[src/design/imd_pkg.sv]
// Shared types and constants for the stream metadata splitter.
// Used by the top level, front end, queue and back end and by the checker; no dependencies.
package imd_pkg;

	// Result kind codes, as carried on the output tuser.
	typedef enum logic [1:0] {
		KIND_AUDIO = 2'd0,
		KIND_LEN   = 2'd1,
		KIND_META  = 2'd2
	} kind_t;

	localparam int BYTE_W     = 8;
	localparam int INTERVAL_W = 20;
	localparam int COUNT_W    = 12;
	// A length byte counts blocks of sixteen bytes.
	localparam int BLOCK_UNIT = 4;

	// Configuration register indexes.
	localparam logic [7:0] REG_META_ENABLE   = 8'd0;
	localparam logic [7:0] REG_META_INTERVAL = 8'd1;

	// One classified byte, passed from the front end to the back end.
	typedef struct packed {
		kind_t               kind;
		logic [BYTE_W-1:0]   data;
		logic [COUNT_W-1:0]  pos;
		logic                cmp_ok;   // stored byte at pos belongs to the previous block
		logic                wr_ok;    // pos lies inside the store
		logic                last;     // final metadata byte of the block
		logic                len_diff; // block length differs from the previous block
	} item_t;

endpackage

[src/design/imd_queue.sv]
// Two-entry queue of classified items between the front and back ends.
// Depends on imd_pkg.
module imd_queue (
	input  logic           clk,
	input  logic           arst_n,
	input  logic           push,
	input  imd_pkg::item_t push_item,
	input  logic           pop,
	output imd_pkg::item_t head,
	output logic           full,
	output logic           empty
);

	imd_pkg::item_t entry_q [2];
	logic           wr_ptr_q;
	logic           rd_ptr_q;
	logic [1:0]     count_q;

	assign full  = (count_q == 2'd2);
	assign empty = (count_q == 2'd0);
	assign head  = entry_q[rd_ptr_q];

	always_ff @(posedge clk) begin
		if (push) begin
			entry_q[wr_ptr_q] <= push_item;
		end
	end

	always_ff @(posedge clk or negedge arst_n) begin
		if (!arst_n) begin
			wr_ptr_q <= 1'b0;
			rd_ptr_q <= 1'b0;
			count_q  <= 2'd0;
		end else begin
			if (push) begin
				wr_ptr_q <= !wr_ptr_q;
			end
			if (pop) begin
				rd_ptr_q <= !rd_ptr_q;
			end
			case ({push, pop})
				2'b10:   count_q <= count_q + 2'd1;
				2'b01:   count_q <= count_q - 2'd1;
				default: count_q <= count_q;
			endcase
		end
	end

endmodule

[config.mk]
export PLATFORM = sky130hd
export DESIGN_NAME = imd_queue
export DESIGN_NICKNAME = d
export VERILOG_FILES = /design/src/design/imd_pkg.sv /design/src/design/imd_queue.sv
export SDC_FILE = /design/constraint.sdc
export NUM_CORES = 1
export LEC_CHECK = 0
export CAP_MARGIN = 20
export CORE_UTILIZATION = 35
export CTS_CLUSTER_DIAMETER = 30
export CTS_CLUSTER_SIZE = 20
export DETAILED_ROUTE_END_ITERATION = 10
export DONT_BUFFER_PORTS = 1
export PLACE_DENSITY = 0.5
export SLEW_MARGIN = 20
export SYNTH_ARGS = -nofsm -noshare
export SYNTH_HDL_FRONTEND = slang
export SYNTH_SLANG_ARGS = --single-unit
[constraint.sdc]
create_clock -name clk -period 2.6 [get_ports clk]
set_input_delay 0.26 -clock clk [delete_from_list [all_inputs] [get_ports clk]]
set_output_delay 0.26 -clock clk [all_outputs]
set_load 0.01 [all_outputs]
==> results.py <==
metrics = {
    "synthesis": {
        "avgSynthCellArea_um2": 22.3,
        "yosysMostFrequentCell": "edfxtp_1",
        "yosysWarnings": 0,
        "ys_types": 13,
        "synth_area_leaders": "edfxtp_1, mux2_4, dfrtp_1",
        "synthTopCellsByCount": "edfxtp_1, mux2_4, mux2_2",
        "synth_top_area_cell": "edfxtp_1",
        "syn_inst": 97,
        "synthFlopType": "edfxtp_1",
        "ys_ff_latch": 56,
        "syn-num-nets": 128,
        "synth-seq-area-share_pct": 76.9,
        "synth_top_cell_area_share_pct": 72.3,
        "synth_edf_count": 52,
        "synthArstFlopShare_pct": 7.14,
        "synth_area_um2": 2160,
    },
    "route": {
        "ant_nets": 0,
        "first_pass_iters": 4,
        "num_vias": 828,
        "drc": 0,
        "drt_wl_total_um": 2890,
        "drt_iter0_drc": 17,
        "avgRoutedWirePerCell_um": 16.0,
        "vias_per_cell": 4.57,
    },
    "cts": {
        "cts_tree": "built",
        "postCtsSetupBuffers": 0,
        "cts_root_buffer": "clkbuf_8",
        "cts_max_level": 2,
        "insertion_delay_ps": 290,
        "clockBufferDepth": 2,
        "cts.reportedPaths.clkPinSlew_ps": 80,
        "cts-resized-gates": 0,
        "cts_buffers": 5,
        "cts_sinks": 56,
        "hold_buffers": 1,
    },
    "power_and_ir_drop": {
        "peakVddDrop_uv": 553,
        "p_total_mw": 2.43,
        "power_leakage_nw": 0.829,
        "powerDensity_nw_per_um2": 1040,
    },
    "cells_and_area": {
        "layout.cells.non_filler": 181,
        "antenna_cells": 0,
        "drive_gt1_share_pct": 34.0,
        "fin_area_um2": 2340,
        "fin_nets": 136,
        "postLayoutCoreUtil_pct": 39.5,
        "area_growth_pct": 8.34,
    },
    "floorplan": {
        "core-area_um2": 5920,
        "row_count": 28,
        "ios": 58,
        "chipWidth_um": 80.6,
        "die_area_um2": 6490,
        "die_h_um": 80.6,
        "start_util_pct": 36.5,
    },
    "flow_run": {
        "drv_cap": 0,
    },
    "place": {
        "dp_hpwl_um": 2020,
        "post_dp_cell_area_um2": 2240,
        "post-place-ws_ps": 1130,
        "portBuffers": 0,
        "place.gp.congestion": 0.615,
        "dp.cells": 172,
    },
    "sta": {
        "period_minus_slack_ps": 1780,
        "setup_viol": 0,
        "rsz0062_at_grt": "false",
        "whs_ps": 45.4,
        "maxSlewHeadroom_pct": 74.7,
        "hold_viol_final": 0,
        "finClkSkew_ps": 3.36,
        "period_share_pct": 68.5,
        "setup_tns_ps": 0,
        "drv_slew": 0,
        "worst_pin_slew_ps": 379,
        "max_freq_ghz": 0.561,
        "fin_ws_ps": 819,
    },
    "setup_path": {
        "cp.required_ps": 2340,
        "r2r_setup_slack_ps": 1400,
        "start_kind": "flip-flop",
        "path_max_fanout": 22,
        "worst_ep_arrival_time_ps": 1520,
        "worst-setup-path-type": "flip-flop to output port",
        "setup.worst_path.end_class": "output port",
    },
    "global_route": {
        "grt_max_degree": 27,
        "grt.overflow.total": 0,
        "grtUsageTotal_pct": 9.39,
        "antenna_found_initial": 0,
        "grt_pass1_vias": 895,
        "grt_pass1_wl_um": 4330,
    },
    "status": {
        "outcome": "finished, final reports clean",
    },
    "worst_hold_path": {
        "hold_path.class": "input port to flip-flop",
    },
}
## final timing paths
path                                   startpoint                        to  depth (start not counted)
max reg2reg                  wr_ptr_q$_DFFE_PN0P_  entry_q[1][17]$_DFFE_PP_                          2
min in group asynchronous                  arst_n      rd_ptr_q$_DFFE_PN0P_                          1
max in group asynchronous                  arst_n    count_q[1]$_DFFE_PN0P_                          1
min                                           pop      rd_ptr_q$_DFFE_PN0P_                          1
min reg2reg                count_q[1]$_DFFE_PN0P_    count_q[1]$_DFFE_PN0P_                          1
max                          rd_ptr_q$_DFFE_PN0P_                  head[24]                          2
## critical path: stages (launching register included)
cell and delay, ps:
dfrtp_1 580, buf_12 240, mux2_2 390
## routing by layer
| layer | vias to the layer above | wire length [um] | global-route usage (%) |
|---|---|---|---|
| li1 | 382 | - | - |
| met1 | 404 | 980 | 8.30 |
| met2 | 40 | 1570 | 17.3 |
| met3 | 2 | 333 | 5.57 |
| met4 | 0 | 13 | 3.21 |
| met5 | - | 0 | 0 |
## registers in the layout, summed over array words and instances, names as in the netlist
signal,flops
wr_ptr_q,1
entry_q,52
count_q,2
rd_ptr_q,1
## kinds of logic after synthesis
logic type / synth area share [%]
and+or+nand+nor: 1.10
xor gates and xnor gates: 2.03
muxes: 16.9
DFF: 76.9
buffers and inverters: 2.55
adders and majority gates: 0.579
## cell usage in the layout, fill, tap and decap left out, drive strengths merged
master        n
and2          1
buf           3
clkbuf        7
clkinv        1
dfrtp         4
dlygate4sd3   1
edfxtp       52
ha            1
inv           1
mux2         26
nor2          3
nor2b         1
xnor2         2
xor2          3
## layout make-up
type                    instances  area (um^2)
clock buffers                   7         86.3
clock inverters                 1         3.75
fillers                       540         3580
inverters                       1         3.75
multi-input cells              37          447
flip-flops and latches         56         1660
well taps                      75         93.8
repair buffers                  4         45.0
## report_power, final
group	total (mW)	internal, mW	switching [mW]
sequential	1.29	1.20	0.0851
combinational	0.697	0.342	0.355
clock	0.450	0.214	0.236
total	2.43	1.76	0.677
Power figures use the tool's default switching activity.
