## src/design/imd_pkg.sv

```systemverilog
// Shared types and constants for the stream metadata splitter.
// Used by the top level, front end, queue and back end and by the checker; no dependencies.
package imd_pkg;

	// Result kind codes, as carried on the output tuser.
	typedef enum logic [1:0] {
		KIND_AUDIO = 2'd0,
		KIND_LEN   = 2'd1,
		KIND_META  = 2'd2
	} kind_t;

	localparam int BYTE_W     = 8;
	localparam int INTERVAL_W = 20;
	localparam int COUNT_W    = 12;
	// A length byte counts blocks of sixteen bytes.
	localparam int BLOCK_UNIT = 4;

	// Configuration register indexes.
	localparam logic [7:0] REG_META_ENABLE   = 8'd0;
	localparam logic [7:0] REG_META_INTERVAL = 8'd1;

	// One classified byte, passed from the front end to the back end.
	typedef struct packed {
		kind_t               kind;
		logic [BYTE_W-1:0]   data;
		logic [COUNT_W-1:0]  pos;
		logic                cmp_ok;   // stored byte at pos belongs to the previous block
		logic                wr_ok;    // pos lies inside the store
		logic                last;     // final metadata byte of the block
		logic                len_diff; // block length differs from the previous block
	} item_t;

endpackage

```

## src/design/imd_front.sv

```systemverilog
// Front end: accepts stream bytes, tracks the audio and metadata counters
// and classifies each byte into an item. Depends on imd_pkg.
module imd_front #(
	parameter int META_DEPTH = 4096
) (
	input  logic                              clk,
	input  logic                              arst_n,
	input  logic                              meta_enable,
	input  logic [imd_pkg::INTERVAL_W-1:0]    meta_interval,
	input  logic                              in_fire,
	input  logic [imd_pkg::BYTE_W-1:0]        in_byte,
	output imd_pkg::item_t                    item
);

	localparam int CW = imd_pkg::COUNT_W;
	localparam logic [CW:0] DEPTH_W = (CW+1)'(META_DEPTH);

	logic [imd_pkg::INTERVAL_W-1:0] audio_count_q, audio_count_d;
	logic [CW-1:0] remaining_q, remaining_d;
	logic [CW-1:0] position_q, position_d;
	logic [CW-1:0] block_len_q, block_len_d;
	logic [CW-1:0] prev_len_q, prev_len_d;
	logic          meta_on;
	logic          in_store;

	assign meta_on  = meta_enable && (meta_interval != '0);
	assign in_store = ({1'b0, position_q} < DEPTH_W);

	always_comb begin
		audio_count_d = audio_count_q;
		remaining_d   = remaining_q;
		position_d    = position_q;
		block_len_d   = block_len_q;
		prev_len_d    = prev_len_q;

		item.kind     = imd_pkg::KIND_AUDIO;
		item.data     = in_byte;
		item.pos      = position_q;
		item.cmp_ok   = 1'b0;
		item.wr_ok    = 1'b0;
		item.last     = 1'b0;
		item.len_diff = 1'b0;

		if (meta_on && (remaining_q == '0) && (audio_count_q >= meta_interval)) begin
			item.kind     = imd_pkg::KIND_LEN;
			audio_count_d = '0;
			remaining_d   = {in_byte, {imd_pkg::BLOCK_UNIT{1'b0}}};
			block_len_d   = {in_byte, {imd_pkg::BLOCK_UNIT{1'b0}}};
			position_d    = '0;
		end else if (meta_enable && (remaining_q != '0)) begin
			item.kind   = imd_pkg::KIND_META;
			item.cmp_ok = (position_q < prev_len_q) && in_store;
			item.wr_ok  = in_store;
			position_d  = position_q + CW'(1);
			remaining_d = remaining_q - CW'(1);
			if (remaining_q == CW'(1)) begin
				item.last     = 1'b1;
				item.len_diff = (block_len_q != prev_len_q);
				prev_len_d    = block_len_q;
			end
		end else if (meta_on) begin
			audio_count_d = audio_count_q + imd_pkg::INTERVAL_W'(1);
		end
	end

	always_ff @(posedge clk or negedge arst_n) begin
		if (!arst_n) begin
			audio_count_q <= '0;
			remaining_q   <= '0;
			position_q    <= '0;
			block_len_q   <= '0;
			prev_len_q    <= '0;
		end else if (in_fire) begin
			audio_count_q <= audio_count_d;
			remaining_q   <= remaining_d;
			position_q    <= position_d;
			block_len_q   <= block_len_d;
			prev_len_q    <= prev_len_d;
		end
	end

endmodule

```

## config.mk

```make
export PLATFORM = sky130hd
export DESIGN_NAME = imd_front
export DESIGN_NICKNAME = d
export VERILOG_FILES = /design/src/design/imd_pkg.sv /design/src/design/imd_front.sv
export SDC_FILE = /design/constraint.sdc
export NUM_CORES = 1
export LEC_CHECK = 0
export BUFFER_PORTS_ARGS = -buffer_cell sky130_fd_sc_hd__buf_4
export CAP_MARGIN = 20
export CELL_PAD_IN_SITES_DETAIL_PLACEMENT = 1
export CELL_PAD_IN_SITES_GLOBAL_PLACEMENT = 1
export CORE_MARGIN = 5
export CORE_UTILIZATION = 40
export CTS_CLUSTER_SIZE = 10
export DETAILED_ROUTE_END_ITERATION = 8
export PLACE_DENSITY_LB_ADDON = 0.1
export SYNTH_ARGS = -nofsm -noshare
export SYNTH_HDL_FRONTEND = slang
export SYNTH_SLANG_ARGS = --single-unit
```

## constraint.sdc

```tcl
create_clock -name clk -period 2.85 [get_ports clk]
set_clock_uncertainty 0.05 [all_clocks]
set_input_delay 0.57 -clock clk [delete_from_list [all_inputs] [get_ports clk]]
set_output_delay 0.57 -clock clk [all_outputs]
set_load 0.01 [all_outputs]
```

==> results.sh, run 1 <==
export IMPL_status="finished, violations left"
export IMPL_violations="negative setup slack"
export IMPL_ir_drop_mv=0.311
export IMPL_fin_ws_ns=-0.115
export IMPL_clk_pin_slew_ns=0.07
export IMPL_ant_nets=0
export IMPL_tightest_slew_ns=0.812
export IMPL_io_pins=58
export IMPL_insertion_delay_ns=0.35
export IMPL_synth_async_sr_flop_share=1.00
export IMPL_area_growth_pct=36.9
export IMPL_fin_cells=682
export IMPL_yosys_warnings=0
export IMPL_synth_top_area_frac=0.382
export IMPL_wl_per_cell_um=18.0
export IMPL_grt_pass1_wl_mm=19.3
export IMPL_relSlewSlack=0.459
export IMPL_hpwl_mm=8.52
export IMPL_critPathMaxFanout=3
export IMPL_core_mm2=0.00968
export IMPL_worstSetupEndpointType="output pin"
export IMPL_routed_wl_mm=12.3
export IMPL_mappedNetlistNets=500
export IMPL_syn_inst=437
export IMPL_finalInstanceArea_mm2=0.00538
export IMPL_worst_path_dominant_cell_family="simple AND/OR/NAND/NOR gates"
export IMPL_layout_min_cycle_time_ns=2.96
export IMPL_synth_avg_cell_area_um2=8.99
export IMPL_overflow=0
export IMPL_clock_path_buffers=2
export IMPL_die_x_um=109
export IMPL_cts_tree="built"
export IMPL_cts_max_level=3
export IMPL_drt_pass1_iterations=4
export IMPL_routed_via_count=3699
export IMPL_start_kind="flop"
export IMPL_syn_area_mm2=0.00393
export IMPL_crit_type="reg -> out"
export IMPL_fin_nets=608
export IMPL_die_y_um=109
export IMPL_antennaDiodeCount=0
export IMPL_via_per_inst=5.42
export IMPL_hold_viol=0
export IMPL_grt_pass1_vias=3900
export IMPL_synth_edf_count=0
export IMPL_fmax_mhz=337
export IMPL_grt_max_degree=61
export IMPL_worst_path_buf_inv=5
export IMPL_arrival_ns=2.34
export IMPL_final_period_utilization=1.04
export IMPL_hp_class="in -> async"
export IMPL_power_density_mw_per_mm2=482
export IMPL_clock_sinks=60
export IMPL_place_area_mm2=0.00468
export IMPL_yosys_area_top_type="dfrtp_1"
export IMPL_drv_slew=0
export IMPL_critPathSlowestCell="or4b_4"
export IMPL_grtUsageTotal=0.208
export IMPL_fillers=1120
export IMPL_cts_buffers=9
export IMPL_power_mw=2.59
export IMPL_drc=0
export IMPL_final_cell_mix="buf_4, nand2_1, dfrtp_1, inv_1"
export IMPL_clockRootBuffer="clkbuf_8"
export IMPL_synth_area_leaders="dfrtp_1, ha_1, nand2_1"
export IMPL_floorplan_initialDensity=0.406
export IMPL_synth_cell_types=56
export IMPL_drive_above_1_share=0.368
export IMPL_port_buffers=57
export IMPL_gp_congestion=0.842
export IMPL_rsz0062_at_grt="true"
export IMPL_grt_antenna_before_repair=0
export IMPL_crit_required_ns=2.23
export IMPL_final_common_cell="buf_4"
export IMPL_leakage_nw=2.64
export IMPL_ys_seq_elements=60
export IMPL_worst_path_largest_cell_delay_ns=0.47
export IMPL_path_cells="inv_2 > ha_4 > or4b_4 > buf_6 > nor4_4 > buf_4 > o2111ai_4 > inv_2 > buf_6"
export IMPL_hold_slack_ns=0.240
export IMPL_maxCapViolations=0
export IMPL_layout_area_seq_mm2=0.00150
export IMPL_num_rows=36
export IMPL_dp_cells=644
export IMPL_drt_iter0_markers=136
export IMPL_ys_dominant_reg_cell="dfrtp_1"
export IMPL_yosysSeqAreaShare=0.382
export IMPL_setup_viol=4
export IMPL_dieArea_mm2=0.0119
export IMPL_multi_input_area_mm2=0.00242
export IMPL_utilization=0.555
registers in the layout, summed over array words and instances, names as in the netlist:
name and count:
audio_count_q 20, position_q 12, remaining_q 12, block_len_q 8, prev_len_q 8
per-stage QoR:
step	setup TNS [ns]	setup slack [ns]
2_1_floorplan	0	0.00652
6_report	-0.227	-0.115
3_5_place_dp	-2.13	-0.252
4_1_cts	-0.325	-0.113
3_3_place_gp	-1.17	-0.195
5_1_grt	-1.72	-0.196
logic make-up after synthesis:
| family | Yosys count | share of synthesized area |
|---|---|---|
| simple gates | 175 | 0.234 |
| xor+xnor | 22 | 0.0490 |
| fa+ha+maj | 31 | 0.0987 |
| buf+inv | 53 | 0.0643 |
| compound gates | 87 | 0.146 |
| mux | 9 | 0.0258 |
| flops | 60 | 0.382 |
cell type report:
cell class | instances | area share
multi-input combinational | 325 | 0.451
sequential | 60 | 0.279
timing repair buffer | 113 | 0.173
tap | 133 | 0.0309
clock buffer | 11 | 0.0281
inverter | 36 | 0.0251
clock inverter | 4 | 0.0135
synth_stat cells, types with 4 or more instances:
cell,number
xor2_1,20
nand4_1,6
nor3_1,8
dfrtp_1,60
nand2_1,65
or4_1,4
mux2_2,9
a21oi_1,30
inv_1,36
o21ai_0,25
o31ai_1,8
ha_1,31
or3_2,4
nor2_1,28
nand3_1,13
or3_1,7
nor4_1,9
clkbuf_1,5
buf_4,9
and3_1,6
timing repair:
| item | in CTS | in global routing |
|---|---|---|
| hold buffers | 0 | 0 |
| gates resized for setup | 24 | 49 |
| cloned | 0 | 1 |
| endpoints found under the setup margin | 8 | 34 |
| pin swaps | 7 | 21 |
| endpoints found under the hold margin | 0 | 0 |
| buffers inserted | 13 | 10 |
where the power goes:
part           total (mW)  internal (mW)  switching, mW
sequential           1.05          0.935          0.118
combinational       0.637          0.323          0.314
clock               0.903          0.534          0.369
total                2.59           1.79          0.801
worst paths after layout:
check	startpoint	to	slack, ns	cells past startpoint
max	remaining_q[1]$_DFFE_PN0P_	item[24]	-0.11	9
min	arst_n	audio_count_q[8]$_DFFE_PN0P_	0.24	1
max reg2reg	remaining_q[1]$_DFFE_PN0P_	audio_count_q[19]$_DFFE_PN0P_	0	12
min reg2reg	block_len_q[10]$_DFFE_PN0P_	block_len_q[10]$_DFFE_PN0P_	0.47	2
max in group asynchronous	arst_n	audio_count_q[5]$_DFFE_PN0P_	1.96	1
min in group clk	in_byte[6]	block_len_q[10]$_DFFE_PN0P_	0.39	3
per-layer routing:
layer	part of all wire	track usage	routed length [um]
met1	0.43	0.254	5230
met2	0.53	0.375	6540
met3	0.030	0.0468	374
met4	0.012	0.0433	146
met5	0	0	0
(Power assumes the default switching activity.)
==> inputs of run 2 (changes only) <==
--- a/config.mk
+++ b/config.mk
@@ -10,10 +10,10 @@
 export CELL_PAD_IN_SITES_DETAIL_PLACEMENT = 1
 export CELL_PAD_IN_SITES_GLOBAL_PLACEMENT = 1
 export CORE_MARGIN = 5
-export CORE_UTILIZATION = 40
+export CORE_UTILIZATION = 30
 export CTS_CLUSTER_SIZE = 10
 export DETAILED_ROUTE_END_ITERATION = 8
-export PLACE_DENSITY_LB_ADDON = 0.1
+export PLACE_DENSITY_LB_ADDON = 0.25
 export SYNTH_ARGS = -nofsm -noshare
 export SYNTH_HDL_FRONTEND = slang
 export SYNTH_SLANG_ARGS = --single-unit
==> run 2 against run 1 <==
Net effect: the flow still finishes with violations (negative setup slack); sequential share of layout area fell by 0.70 points; count of clock-buffer cells in the layout is 1 higher; first-iteration DRC count is 29% lower; die area up 30%; global-route usage down 5.6 points; via count fell by 2.7%; critical endpoint unchanged; clock power is 21% higher; largest power group is now the clock network.
==> results.sh, run 2 (same netlist as run 1, synthesis figures left out) <==
export IMPL_worstSetupEndpointType="output pin"
export IMPL_setup_viol=5
export IMPL_layout_min_cycle_time_ns=2.94
export IMPL_crit_type="reg -> out"
export IMPL_hold_slack_ns=0.265
export IMPL_utilization=0.434
export IMPL_hold_viol=0
export IMPL_die_x_um=124
export IMPL_drive_above_1_share=0.366
export IMPL_dieArea_mm2=0.0155
export IMPL_arrival_ns=2.32
export IMPL_grt_antenna_before_repair=0
export IMPL_die_y_um=124
export IMPL_core_mm2=0.0127
export IMPL_cts_buffers=9
export IMPL_fin_ws_ns=-0.0908
export IMPL_finalInstanceArea_mm2=0.00552
export IMPL_grt_pass1_vias=3827
export IMPL_r2r_start="remaining_q[0]$_DFFE_PN0P_"
export IMPL_cts_tree="built"
export IMPL_dp_slack_ns=-0.212
export IMPL_num_rows=41
export IMPL_port_buffers=57
export IMPL_hold_buffers=0
export IMPL_hpwl_mm=8.74
export IMPL_final_common_cell="buf_4"
export IMPL_ir_drop_mv=0.287
export IMPL_drc=0
export IMPL_tightest_slew_ns=0.806
export IMPL_clock_path_buffers=2
export IMPL_hp_class="in -> async"
export IMPL_area_growth_pct=40.4
export IMPL_final_period_utilization=1.03
export IMPL_clk_pin_slew_ns=0.05
export IMPL_final_cell_mix="buf_4, nand2_1, dfrtp_1, inv_1, ha_1"
export IMPL_wl_per_cell_um=16.7
export IMPL_place_area_mm2=0.00474
export IMPL_fmax_mhz=340
export IMPL_drt_iter0_markers=96
export IMPL_via_per_inst=4.96
export IMPL_leakage_nw=2.69
export IMPL_clock_sinks=60
export IMPL_status="finished, violations left"
export IMPL_largest_register="audio_count_q"
export IMPL_fin_nets=612
export IMPL_insertion_delay_ns=0.33
export IMPL_r2r_cells=13
export IMPL_largest_reg_flops=20
export IMPL_cts_max_level=3
export IMPL_r2r_end="audio_count_q[10]$_DFFE_PN0P_"
export IMPL_io_pins=58
export IMPL_drt_pass1_iterations=4
export IMPL_grt_max_degree=61
export IMPL_grtUsageTotal=0.152
export IMPL_grt_pass1_wl_mm=19.3
export IMPL_clockRootBuffer="clkbuf_16"
export IMPL_overflow=0
export IMPL_largest_registers="audio_count_q (20), position_q (12), remaining_q (12)"
export IMPL_ant_nets=0
export IMPL_critPathMaxFanout=3
export IMPL_relSlewSlack=0.463
export IMPL_crit_required_ns=2.23
export IMPL_power_density_mw_per_mm2=495
export IMPL_drv_slew=0
export IMPL_maxCapViolations=0
export IMPL_floorplan_initialDensity=0.309
export IMPL_start_kind="flop"
export IMPL_rsz0062_at_grt="true"
export IMPL_gp_congestion=0.782
export IMPL_antennaDiodeCount=0
export IMPL_routed_wl_mm=12.1
export IMPL_routed_via_count=3599
export IMPL_violations="negative setup slack"
export IMPL_reg2reg_setup_slack_ns=-0.07
[run 2: final cells by class]
class,instances,area (um^2)
Clock buffer,12,246
Clock inverter,4,48.8
Fill cell,1500,7210
Inverter,36,135
Multi-Input combinational cell,325,2430
Sequential cell,60,1500
Tap cell,172,215
Timing Repair Buffer,117,938
[run 2: layer usage]
metal / global-route usage / up-vias / share of wire
met5: 0 / - / 0
met4: 0.0451 / 0 / 0.014
met3: 0.0339 / 11 / 0.030
met2: 0.269 / 51 / 0.51
met1: 0.185 / 1769 / 0.45
li1: - / 1768 / -
[run 2: worst max-delay path by stage]
| stage | startpoint | end | slack [ns] | cells past startpoint |
|---|---|---|---|---|
| 6_report | remaining_q[0]$_DFFE_PN0P_ | item[24] | -0.09 | 9 |
| 4_1_cts | remaining_q[1]$_DFFE_PN0P_ | item[3] | -0.12 | 8 |
| 2_1_floorplan | meta_interval[17] | item[24] | 0.007 | 8 |
| 3_5_place_dp | meta_interval[19] | item[24] | -0.21 | 10 |
| 3_3_place_gp | meta_interval[19] | item[24] | -0.20 | 10 |
| 5_1_grt | remaining_q[0]$_DFFE_PN0P_ | audio_count_q[10]$_DFFE_PN0P_ | -0.22 | 13 |
[run 2: power by group]
part | switching [mW] | internal, mW | total, mW
clock | 0.393 | 0.699 | 1.09
combinational | 0.292 | 0.287 | 0.579
sequential | 0.120 | 0.937 | 1.06
[run 2: critical path, stage by stage, from the launching register on]
cell and delay, ns:
dfrtp_1 0.39, inv_2 0.08, ha_4 0.13, or4b_4 0.46
buf_6 0.13, nor4_4 0.31, buf_4 0.18, o2111ai_4 0.12
inv_2 0.08, buf_6 0.09
[run 2: metrics by stage]
stage / power [mW] / std cells / TNS, ns
global placement: 1.54 / 686 / -1.38
floorplan: 1.29 / 437 / 0
finish: 2.73 / 726 / -0.208
global route: 2.88 / 726 / -2.89
detailed placement: 1.56 / 686 / -2.01
CTS: 2.72 / 713 / -0.424
[run 2: repair_timing]
item	CTS	global route
pin swaps	9	31
setup buffers	11	12
gates resized for setup	20	56
gates cloned	0	1
endpoints found under the setup margin	14	40
==> inputs of run 3 (changes only) <==
--- a/config.mk
+++ b/config.mk
@@ -5,6 +5,7 @@
 export SDC_FILE = /design/constraint.sdc
 export NUM_CORES = 1
 export LEC_CHECK = 0
+export ABC_AREA = 1
 export BUFFER_PORTS_ARGS = -buffer_cell sky130_fd_sc_hd__buf_4
 export CAP_MARGIN = 20
 export CELL_PAD_IN_SITES_DETAIL_PLACEMENT = 1
==> run 3 against run 2 <==
Net effect: the flow now finishes without violations; via count up 10%; clock power is 8% lower; combinational power up 130%; largest cell class unchanged; critical path type unchanged; die area grew 9.4%; sequential share of layout area up 1.7 points; critical path depth rose by 1.
==> results.sh, run 3 <==
export IMPL_p_clk_frac=0.267
export IMPL_final_common_cell="nand2_1"
export IMPL_hp_class="in -> async"
export IMPL_port_buffers=57
export IMPL_synth_area_leaders="dfrtp_1, nand2_1, ha_1"
export IMPL_switching_share=0.387
export IMPL_drt_pass1_iterations=4
export IMPL_insertion_delay_ns=0.33
export IMPL_synth_top_area_frac=0.347
export IMPL_routed_via_count=3972
export IMPL_fin_nets=706
export IMPL_largest_registers="audio_count_q (20), position_q (12), remaining_q (12)"
export IMPL_status="finished clean"
export IMPL_postCtsSetupRepairBufs=0
export IMPL_r2r_start="remaining_q[0]$_DFFE_PN0P_"
export IMPL_synth_cell_types=34
export IMPL_worst_path_buf_inv=2
export IMPL_tightest_slew_ns=0.806
export IMPL_dp_slack_ns=0.0808
export IMPL_cts_buffers=9
export IMPL_place_area_mm2=0.00491
export IMPL_path_cells="ha_1 > nand2_1 > a21oi_1 > nor2_1 > nand2_1 > nand2_1 > nand4_1 > nand2_2 > inv_1 > buf_4"
export IMPL_p_seq_frac=0.368
export IMPL_die_x_um=130
export IMPL_die_y_um=130
export IMPL_yosys_area_top_type="dfrtp_1"
export IMPL_worst_path_dominant_cell_family="simple AND/OR/NAND/NOR gates"
export IMPL_synth_async_sr_flop_share=1.00
export IMPL_antennaDiodeCount=0
export IMPL_drv_slew=0
export IMPL_fmax_mhz=376
export IMPL_clock_path_buffers=2
export IMPL_clockRootBuffer="clkbuf_16"
export IMPL_grt_antenna_before_repair=0
export IMPL_r2r_cells=13
export IMPL_crit_type="reg -> out"
export IMPL_drive_above_1_share=0.148
export IMPL_power_switching_mw=1.44
export IMPL_reg2reg_setup_slack_ns=0.32
export IMPL_power_density_mw_per_mm2=718
export IMPL_cts_tree="built"
export IMPL_worstSetupEndpointType="output pin"
export IMPL_internal_power_mw=2.29
export IMPL_clk_pin_slew_ns=0.05
export IMPL_syn_area_mm2=0.00433
export IMPL_synth_common_cells="nand2_1, inv_1, dfrtp_1, nand3_1, nor2_1"
export IMPL_critical_path_depth=10
export IMPL_power_mw=3.73
export IMPL_num_rows=44
export IMPL_wl_per_cell_um=14.7
export IMPL_dieArea_mm2=0.0169
export IMPL_ir_drop_mv=0.293
export IMPL_crit_path_end="item[24]"
export IMPL_ys_seq_elements=60
export IMPL_worst_path_largest_cell_delay_ns=0.46
export IMPL_area_growth_pct=20.0
export IMPL_hold_viol=0
export IMPL_routed_wl_mm=12.2
export IMPL_grt_max_degree=61
export IMPL_overflow=0
export IMPL_use_met1=0.202
export IMPL_crit_top_cell="nand2_1"
export IMPL_start_kind="flop"
export IMPL_largest_register="audio_count_q"
export IMPL_yosysSeqAreaShare=0.347
export IMPL_r2r_end="remaining_q[5]$_DFFE_PN0P_"
export IMPL_fillers=1765
export IMPL_relSlewSlack=0.463
export IMPL_rsz0062_at_grt="false"
export IMPL_p_comb_frac=0.365
export IMPL_grt_pass1_wl_mm=20.5
export IMPL_drt_iter0_markers=164
export IMPL_io_pins=58
export IMPL_setup_viol=0
export IMPL_yosys_warnings=0
export IMPL_leakage_nw=2.67
export IMPL_layout_min_cycle_time_ns=2.66
export IMPL_largest_reg_flops=20
export IMPL_top_usage_layer="met2"
export IMPL_maxCapViolations=0
export IMPL_ys_dominant_reg_cell="dfrtp_1"
export IMPL_critPathSlowestCell="dfrtp_1"
export IMPL_arrival_ns=2.04
export IMPL_syn_inst=590
export IMPL_ant_nets=0
export IMPL_yosysMostFrequentCell="nand2_1"
export IMPL_grt_pass1_vias=4179
export IMPL_critPathMaxFanout=6
export IMPL_finalInstanceArea_mm2=0.00520
export IMPL_final_cell_mix="nand2_1, inv_1, buf_4, dfrtp_1, nand3_1"
export IMPL_grtUsageTotal=0.153
export IMPL_startpoint="audio_count_q[10]$_DFFE_PN0P_"
export IMPL_synth_edf_count=0
export IMPL_drc=0
export IMPL_final_period_utilization=0.932
export IMPL_mappedNetlistNets=653
export IMPL_via_per_inst=4.78
export IMPL_core_mm2=0.0144
export IMPL_use_met2=0.256
export IMPL_hpwl_mm=9.52
export IMPL_synth_avg_cell_area_um2=7.34
export IMPL_gp_congestion=0.819
export IMPL_floorplan_initialDensity=0.301
export IMPL_crit_required_ns=2.23
export IMPL_fin_ws_ns=0.192
export IMPL_clock_sinks=60
export IMPL_grt_util_met3=0.0282
export IMPL_cts_max_level=3
export IMPL_finalSetupTns_ns=0
[run 3: cell count changes in the layout (fill, tap and decap cells not counted), moves of 7 or more]
| cell | delta |
|---|---|
| a21oi_2 | -12 |
| buf_4 | -40 |
| nor3_1 | +7 |
| o21ai_0 | +17 |
| nand2_1 | +76 |
| nor2_1 | +11 |
| nand3_1 | +43 |
| xor2_1 | +13 |
| nand3b_1 | +12 |
| inv_1 | +57 |
| buf_6 | -14 |
| mux2_2 | -8 |
[run 3: timing repair]
action | 4_1_cts | 5_1_grt
hold endpoints to repair | 0 | 0
hold buffers | 0 | 0
setup endpoints to repair | 1 | 1
pin swaps | 0 | 1
resized for setup | 1 | 6
[run 3: power groups by stage]
stage               logic (mW)  clock network, mW  registers, mW
floorplan                0.972                  0           1.31
global placement          1.31                  0           1.38
detailed placement        1.37                  0           1.39
CTS                       1.38               1.03           1.38
global route              1.58               1.07           1.42
finish                    1.36              0.999           1.37
[run 3: cells by family after synthesis]
logic type / after synthesis / synth area share
simple gates: 289 / 0.307
buf+inv: 113 / 0.111
compound gates: 63 / 0.0763
flops: 60 / 0.347
xor+xnor: 34 / 0.0688
fa+ha+maj: 31 / 0.0896
[run 3: routing by layer]
layer | vias up | share of wire
li1 | 1983 | -
met1 | 1939 | 0.47
met2 | 38 | 0.49
met3 | 12 | 0.028
met4 | 0 | 0.013
met5 | - | 0
[run 3: area by class of cell]
class / count / area, um^2 / share of cell area
clock buffer: 13 / 260 / 0.0501
sequential: 60 / 1500 / 0.289
inverter: 92 / 345 / 0.0664
timing repair buffer: 63 / 485 / 0.0934
clock inverter: 2 / 10.0 / 0.00193
tap: 184 / 230 / 0.0443
multi-input combinational: 417 / 2360 / 0.455
[run 3: worst register-to-register path, cell delays in order (launching register included)]
cell	delay [ns]
dfrtp_1	0.40
inv_1	0.14
ha_2	0.24
nand2_2	0.09
nor2_4	0.14
nand2_2	0.10
nand2_4	0.12
nand3_4	0.11
nor2_8	0.32
nand2_1	0.19
buf_12	0.21
nand2_4	0.17
nand3_1	0.11
nand2_1	0.08
[run 3: through the flow]
stage                     utilization  hold WS [ns]  std cells
after floorplan                     -         0.224        590
after global placement          0.342         0.442        816
after detailed placement        0.342         0.455        816
after CTS                       0.361         0.323        831
after global routing            0.362         0.363        831
final                           0.362         0.288        831
[run 3: worst min-delay path by stage]
| stage | from | slack (ns) | end | cells after the start |
|---|---|---|---|---|
| finish | arst_n | 0.29 | position_q[7]$_DFFE_PN0P_ | 1 |
| global route | arst_n | 0.36 | position_q[4]$_DFFE_PN0P_ | 1 |
| CTS | arst_n | 0.32 | prev_len_q[5]$_DFFE_PN0P_ | 1 |
| detailed placement | prev_len_q[9]$_DFFE_PN0P_ | 0.45 | prev_len_q[9]$_DFFE_PN0P_ | 2 |
| global placement | prev_len_q[5]$_DFFE_PN0P_ | 0.44 | prev_len_q[5]$_DFFE_PN0P_ | 2 |
| floorplan | arst_n | 0.22 | audio_count_q[0]$_DFFE_PN0P_ | 0 |
